$ cat config.mk
export PLATFORM = sky130hd
export DESIGN_NAME = floppy_stepper_head_tracker
export DESIGN_NICKNAME = d
export VERILOG_FILES = /design/src/rtl/core/fsht_pkg.sv /design/src/rtl/core/fsht_step.sv /design/src/rtl/core/floppy_stepper_head_tracker.sv
export SDC_FILE = /design/constraint.sdc
export NUM_CORES = 1
export LEC_CHECK = 0
export BUFFER_PORTS_ARGS = -buffer_cell sky130_fd_sc_hd__buf_2
export CAP_MARGIN = 20
export CORE_AREA = 2 2 88 90
export DETAILED_ROUTE_END_ITERATION = 8
export DIE_AREA = 0 0 90 92
export GPL_TIMING_DRIVEN = 1
export HOLD_SLACK_MARGIN = 0.02
export PLACE_DENSITY_LB_ADDON = 0.25
export SYNTH_ARGS = -nofsm -noshare
export SYNTH_HDL_FRONTEND = slang
export SYNTH_SLANG_ARGS = --single-unit
$ cat constraint.sdc
create_clock -name aclk -period 6.8 [get_ports aclk]
set_clock_uncertainty 0.15 [all_clocks]
set_input_delay 0.34 -clock aclk [delete_from_list [all_inputs] [get_ports aclk]]
set_output_delay 0.34 -clock aclk [all_outputs]
set_load 0.01 [all_outputs]
$ cat src/rtl/core/fsht_pkg.sv
// Shared types and constants for the floppy stepper head tracker.
package fsht_pkg;

    localparam int MAGNETS = 4;
    localparam int MAG_W = $clog2(MAGNETS);
    localparam int POS_W = 7;
    localparam int TRACK_W = 7;
    localparam int PHASE_W = 3;
    localparam logic [POS_W-1:0] MAX_POS_RESET = 7'd68;

    typedef struct packed {
        logic [MAGNETS-1:0] magnet_now;
        logic [MAGNETS-1:0] magnet_prev;
        logic [MAGNETS-1:0] magnet_prev2;
        logic [MAG_W-1:0]   last_magnet;
        logic [MAG_W-1:0]   last_magnet2;
        logic [POS_W-1:0]   head_position;
        logic [TRACK_W-1:0] held_track;
    } fsht_state_t;

    typedef struct packed {
        logic [TRACK_W-1:0] current_track;
        logic               track_changed;
        logic [TRACK_W-1:0] left_track;
    } fsht_result_t;

endpackage

$ cat src/rtl/core/fsht_step.sv
// Next-state and result logic for one stepper phase request.
module fsht_step import fsht_pkg::*; (
    input  logic [PHASE_W-1:0] phase,
    input  logic [POS_W-1:0]   max_head_position,
    input  fsht_state_t        state_cur,
    output fsht_state_t        state_nxt,
    output fsht_result_t       result
);

    logic [MAG_W-1:0]   mag;
    logic [MAG_W-1:0]   mag_up;
    logic [MAG_W-1:0]   mag_dn;
    logic [POS_W:0]     pos_inc;
    logic [POS_W:0]     track_sum;
    logic [TRACK_W-1:0] cur_track;

    assign mag    = phase[PHASE_W-1:1];
    assign mag_up = mag + MAG_W'(1);
    assign mag_dn = mag - MAG_W'(1);

    always_comb begin
        state_nxt = state_cur;
        pos_inc   = '0;

        // history shuffle: older slot first, it reads the old prev bit
        state_nxt.magnet_prev2[state_cur.last_magnet2] =
            state_cur.magnet_prev[state_cur.last_magnet2];
        state_nxt.last_magnet2 = state_cur.last_magnet;
        state_nxt.magnet_prev[state_cur.last_magnet] =
            state_cur.magnet_now[state_cur.last_magnet];
        state_nxt.last_magnet = mag;

        if (!phase[0]) begin
            state_nxt.magnet_now[mag] = 1'b0;
        end else begin
            // step down before step up
            if (state_nxt.magnet_prev2[mag_up] && (state_nxt.head_position != '0)) begin
                state_nxt.head_position = state_nxt.head_position - POS_W'(1);
            end
            if (state_nxt.magnet_prev2[mag_dn]) begin
                pos_inc = {1'b0, state_nxt.head_position} + (POS_W+1)'(1);
                if (pos_inc > {1'b0, max_head_position}) begin
                    state_nxt.head_position = max_head_position;
                end else begin
                    state_nxt.head_position = pos_inc[POS_W-1:0];
                end
            end
            state_nxt.magnet_now[mag] = 1'b1;
        end

        track_sum = {1'b0, state_nxt.head_position} + (POS_W+1)'(1);
        cur_track = TRACK_W'(track_sum[POS_W:1]);
        state_nxt.held_track = cur_track;
    end

    assign result.current_track = cur_track;
    assign result.track_changed = (cur_track != state_cur.held_track);
    assign result.left_track    = state_cur.held_track;

endmodule

$ cat src/rtl/core/floppy_stepper_head_tracker.sv
// Top level of the floppy stepper head tracker: state, config and result registers.
//
//   channel  | ports                                         | dir
//   ---------+-----------------------------------------------+-----
//   input    | s_valid s_ready s_phase                       | in
//   result   | m_valid m_ready m_current_track               | out
//            | m_track_changed m_left_track                  |
//   config   | cfg_valid cfg_ready cfg_data                  | in
//
// One request per cycle while s_ready is high; its result appears in the
// output register in the cycle after acceptance. The state update is a
// single combinational pass. s_ready drops only while a result waits and
// m_ready is low. aresetn (synchronous) clears magnets, history, head position
// and track, and sets max_head_position to 68. Config is always ready.
module floppy_stepper_head_tracker import fsht_pkg::*; (
    input  logic               aclk,
    input  logic               aresetn,
    input  logic               s_valid,
    output logic               s_ready,
    input  logic [PHASE_W-1:0] s_phase,
    output logic               m_valid,
    input  logic               m_ready,
    output logic [TRACK_W-1:0] m_current_track,
    output logic               m_track_changed,
    output logic [TRACK_W-1:0] m_left_track,
    input  logic               cfg_valid,
    output logic               cfg_ready,
    input  logic [POS_W-1:0]   cfg_data
);

    fsht_state_t        state_reg;
    fsht_state_t        state_next;
    fsht_result_t       result_reg;
    fsht_result_t       result_next;
    logic [POS_W-1:0]   max_pos_reg;
    logic               m_valid_reg;
    logic               accept;

    assign s_ready   = !m_valid_reg || m_ready;
    assign accept    = s_valid && s_ready;
    assign cfg_ready = 1'b1;

    fsht_step u_step (
        .phase             (s_phase),
        .max_head_position (max_pos_reg),
        .state_cur         (state_reg),
        .state_nxt         (state_next),
        .result            (result_next)
    );

    always_ff @(posedge aclk) begin
        if (!aresetn) begin
            state_reg   <= '0;
            max_pos_reg <= MAX_POS_RESET;
            m_valid_reg <= 1'b0;
        end else begin
            if (cfg_valid) begin
                max_pos_reg <= cfg_data;
            end
            if (accept) begin
                state_reg   <= state_next;
                m_valid_reg <= 1'b1;
            end else if (m_ready) begin
                m_valid_reg <= 1'b0;
            end
        end
    end

    always_ff @(posedge aclk) begin
        if (accept) begin
            result_reg <= result_next;
        end
    end

    assign m_valid         = m_valid_reg;
    assign m_current_track = result_reg.current_track;
    assign m_track_changed = result_reg.track_changed;
    assign m_left_track    = result_reg.left_track;

`ifndef SYNTHESIS
    a_changed_flag: assert property (@(posedge aclk) disable iff (!aresetn)
        m_valid |-> (m_track_changed == (m_current_track != m_left_track)))
        else $error("track_changed disagrees with tracks");

    a_held_matches: assert property (@(posedge aclk) disable iff (!aresetn)
        m_valid |-> (state_reg.held_track == m_current_track))
        else $error("held track differs from last result");

    a_accept_valid: assert property (@(posedge aclk) disable iff (!aresetn)
        accept |=> m_valid)
        else $error("accepted request gave no result");

    a_state_hold: assert property (@(posedge aclk) disable iff (!aresetn)
        (aresetn && !accept) |=> $stable(state_reg))
        else $error("state changed without a request");
`endif

endmodule
==> flow_metrics.env <==
export IMPL_grt_antenna_before_repair=0
export IMPL_p_per_area_mw_per_mm2=228.8
export IMPL_layout_common_cells="47 x nand2_1, 38 x dfxtp_1, 33 x nor2_1"
export IMPL_final_common_cell="nand2_1"
export IMPL_setup_tns_ns=0
export IMPL_grt_max_degree=37
export IMPL_ys_warn_count=0
export IMPL_gp_congestion=0.9025
export IMPL_post_cts_buffers=0
export IMPL_numCtsBuffers=5
export IMPL_crit_path_end_kind="flop"
export IMPL_tightest_slew_ns=0.7412
export IMPL_ys_seq_area_share_pct=37.37
export IMPL_finalMaxSlewViolations=0
export IMPL_drive_above_1_share_pct=15.05
export IMPL_clk_latency_ns=0.31
export IMPL_start_kind="input pin"
export IMPL_nets=420
export IMPL_synth_distinct_cells=61
export IMPL_vias_per_cell=5.391
export IMPL_synthToLayoutAreaGrowth_pct=10.46
export IMPL_finalCriticalPeriod_ns=6.362
export IMPL_core_rowCount=32
export IMPL_cp_required_ns=6.72
export IMPL_ir_drop_uv=100.9
export IMPL_setup_viol=0
export IMPL_ant_nets=0
export IMPL_leakage_nw=1.393
export IMPL_synth_edf_count=15
export IMPL_critical_path_arrival_ns=6.28
export IMPL_cts_root_buf="clkbuf_8"
export IMPL_dp_hpwl_um=5193
export IMPL_first_iter_violations=205
export IMPL_synth_seq_cells=53
export IMPL_regArea_mm2=0.001211
export IMPL_path_clk_slew_ns=0.10
export IMPL_grt_ovfl_total=0
export IMPL_rsz0062_at_grt="false"
export IMPL_finalPower_w=0.0008190
export IMPL_syn_num_nets=397
export IMPL_io_buffers=31
export IMPL_hold_viol_final=0
export IMPL_synthTopCellsByArea="dfxtp_1 23%, edfxtp_1 14%, mux2i_1 5.6%"
export IMPL_syn_avg_cell_area_um2=8.806
export IMPL_cts_tree="yes"
export IMPL_crit_type="input pin to flop"
export IMPL_synth_top_cell_area_share_pct=23.47
export IMPL_fillers=735
export IMPL_netlist_instances=368
export IMPL_die_w_um=90
export IMPL_multi_input_area_mm2=0.001851
export IMPL_highest_layer="met4"
export IMPL_synth_main_ff_cell="dfxtp_1"
export IMPL_critPathMaxFanout=8
export IMPL_syn_area_mm2=0.003241
export IMPL_wl_um=6972
export IMPL_max_freq_mhz=157.2
export IMPL_hp_class="input pin to flop"
export IMPL_synth_async_reset_ratio_pct=0
export IMPL_cts_sinks=53
export IMPL_n_antenna_cell=0
export IMPL_cap_viol_max_count=0
export IMPL_min_period_over_period_pct=93.56
export IMPL_dr_wl_met3_um=337
export IMPL_die_area_mm2=0.008280
export IMPL_slew_limit_headroom_pct=49.18
export IMPL_io_pins=33
export IMPL_htree_levels=2
export IMPL_via_count=2663
export IMPL_wl_met2_um=3274
export IMPL_cts_buffer_depth=2
export IMPL_yosys_area_top_type="dfxtp_1"
export IMPL_status="finished clean"
export IMPL_drc=0
export IMPL_dieHeight_um=92
export IMPL_wl_met1_um=3284
export IMPL_start_util_pct=43.51
export IMPL_grt_pass1_wl_um=12270
export IMPL_wire_per_inst_um=14.11
export IMPL_grt_pass1_vias=2502
export IMPL_first_pass_iters=4
export IMPL_core_mm2=0.007447
export IMPL_largest_reg_flops=26
export IMPL_grt_usage_pct=17.90
where the power goes:
group          total, W  internal, W  switching (W)
Sequential     0.000371     0.000352      0.0000193
Clock          0.000187    0.0000751       0.000112
Combinational  0.000261     0.000111       0.000150
Total          0.000819     0.000537       0.000282
final timing paths:
path | cells past startpoint | slack, ns | startpoint | endpoint
setup reg to reg | 24 | 0.49 | state_reg[14] | m_track_changed
setup / recovery | 27 | 0.44 | s_phase[1] | m_track_changed
hold reg to reg | 2 | 0.31 | flop | flop
hold / removal | 3 | 0.09 | cfg_data[6] | max_pos_reg[6]
timing repair:
action | CTS | global route
gates resized for setup | 0 | 4
endpoints found under the setup margin | 0 | 1
hold buffers | 0 | 0
hold endpoints to repair | 0 | 0
area by class of cell:
type | count | share of cell area, %
repair buffers | 37 | 5.942
clock inverters | 3 | 0.7340
well taps | 102 | 3.565
flip-flops and latches | 53 | 33.83
inverters | 22 | 2.307
multi-input cells | 272 | 51.70
clock buffers | 5 | 1.922
synth_stat cells (3+ instances only):
master / count
nor4_1: 4
a211oi_1: 10
nand4_1: 3
ha_1: 14
o211ai_1: 5
o21a_1: 8
nor3_1: 6
and3_1: 4
nor2_1: 34
dfxtp_1: 38
xor2_1: 5
o21ai_0: 10
nand3b_1: 3
edfxtp_1: 15
nand3_1: 9
nor2b_1: 5
clkbuf_1: 15
nand2_1: 47
inv_1: 20
a2111oi_0: 3
buf_6: 3
a21oi_1: 28
xnor2_1: 10
mux2i_1: 18
logic make-up (layout without fill, tap and decap cells):
family | Yosys count | in the layout | synth area share [%]
AOI/OAI and AO/OA | 90 | 90 | 19.73
xor gates and xnor gates | 16 | 16 | 4.749
adders and majority gates | 14 | 14 | 5.405
buffers and inverters | 43 | 67 | 5.869
DFF | 53 | 53 | 37.37
muxes | 20 | 20 | 6.255
other | 1 | 1 | 0.1157
and+or+nand+nor | 131 | 131 | 20.50
stage by stage:
| step | utilization [%] | cells | setup slack [ns] | instance area, um2 | hold slack (ns) |
|---|---|---|---|---|---|
| 2_1_floorplan | - | 368 | 0.5292 | 3241 | 0.2818 |
| 3_3_place_gp | 46.37 | 485 | 0.2951 | 3453 | 0.2949 |
| 3_5_place_dp | 46.37 | 485 | -0.03529 | 3453 | 0.3041 |
| 4_1_cts | 47.65 | 493 | 0.2901 | 3548 | 0.07778 |
| 5_1_grt | 48.07 | 494 | 0.02173 | 3580 | 0.08820 |
| 6_report | 48.07 | 494 | 0.4378 | 3580 | 0.08506 |
layer usage:
metal / global-route usage, % / vias to the layer above
met4: 3.590 / 0
met3: 3.533 / 7
met2: 30.14 / 82
li1: - / 1367
met5: 0 / -
met1: 24.04 / 1207
worst max-delay path, cell delays in order:
cell	delay, ns
buf_2	0.17
inv_1	0.11
ha_1	0.40
inv_1	0.07
o2111a_1	0.15
or4_1	0.52
nor2_2	0.26
nor2_1	0.07
a21oi_1	0.23
ha_1	0.22
inv_1	0.08
a221o_1	0.34
a211o_1	0.31
nor3_1	0.25
ha_1	0.30
o21a_1	0.11
o22ai_1	0.13
a21o_2	0.20
o21ai_4	0.13
mux2i_1	0.19
a21oi_1	0.22
ha_1	0.20
nor3b_1	0.29
nor4b_4	0.26
xnor2_1	0.21
xor2_1	0.11
a2111o_1	0.40
(Power assumes the default switching activity.)
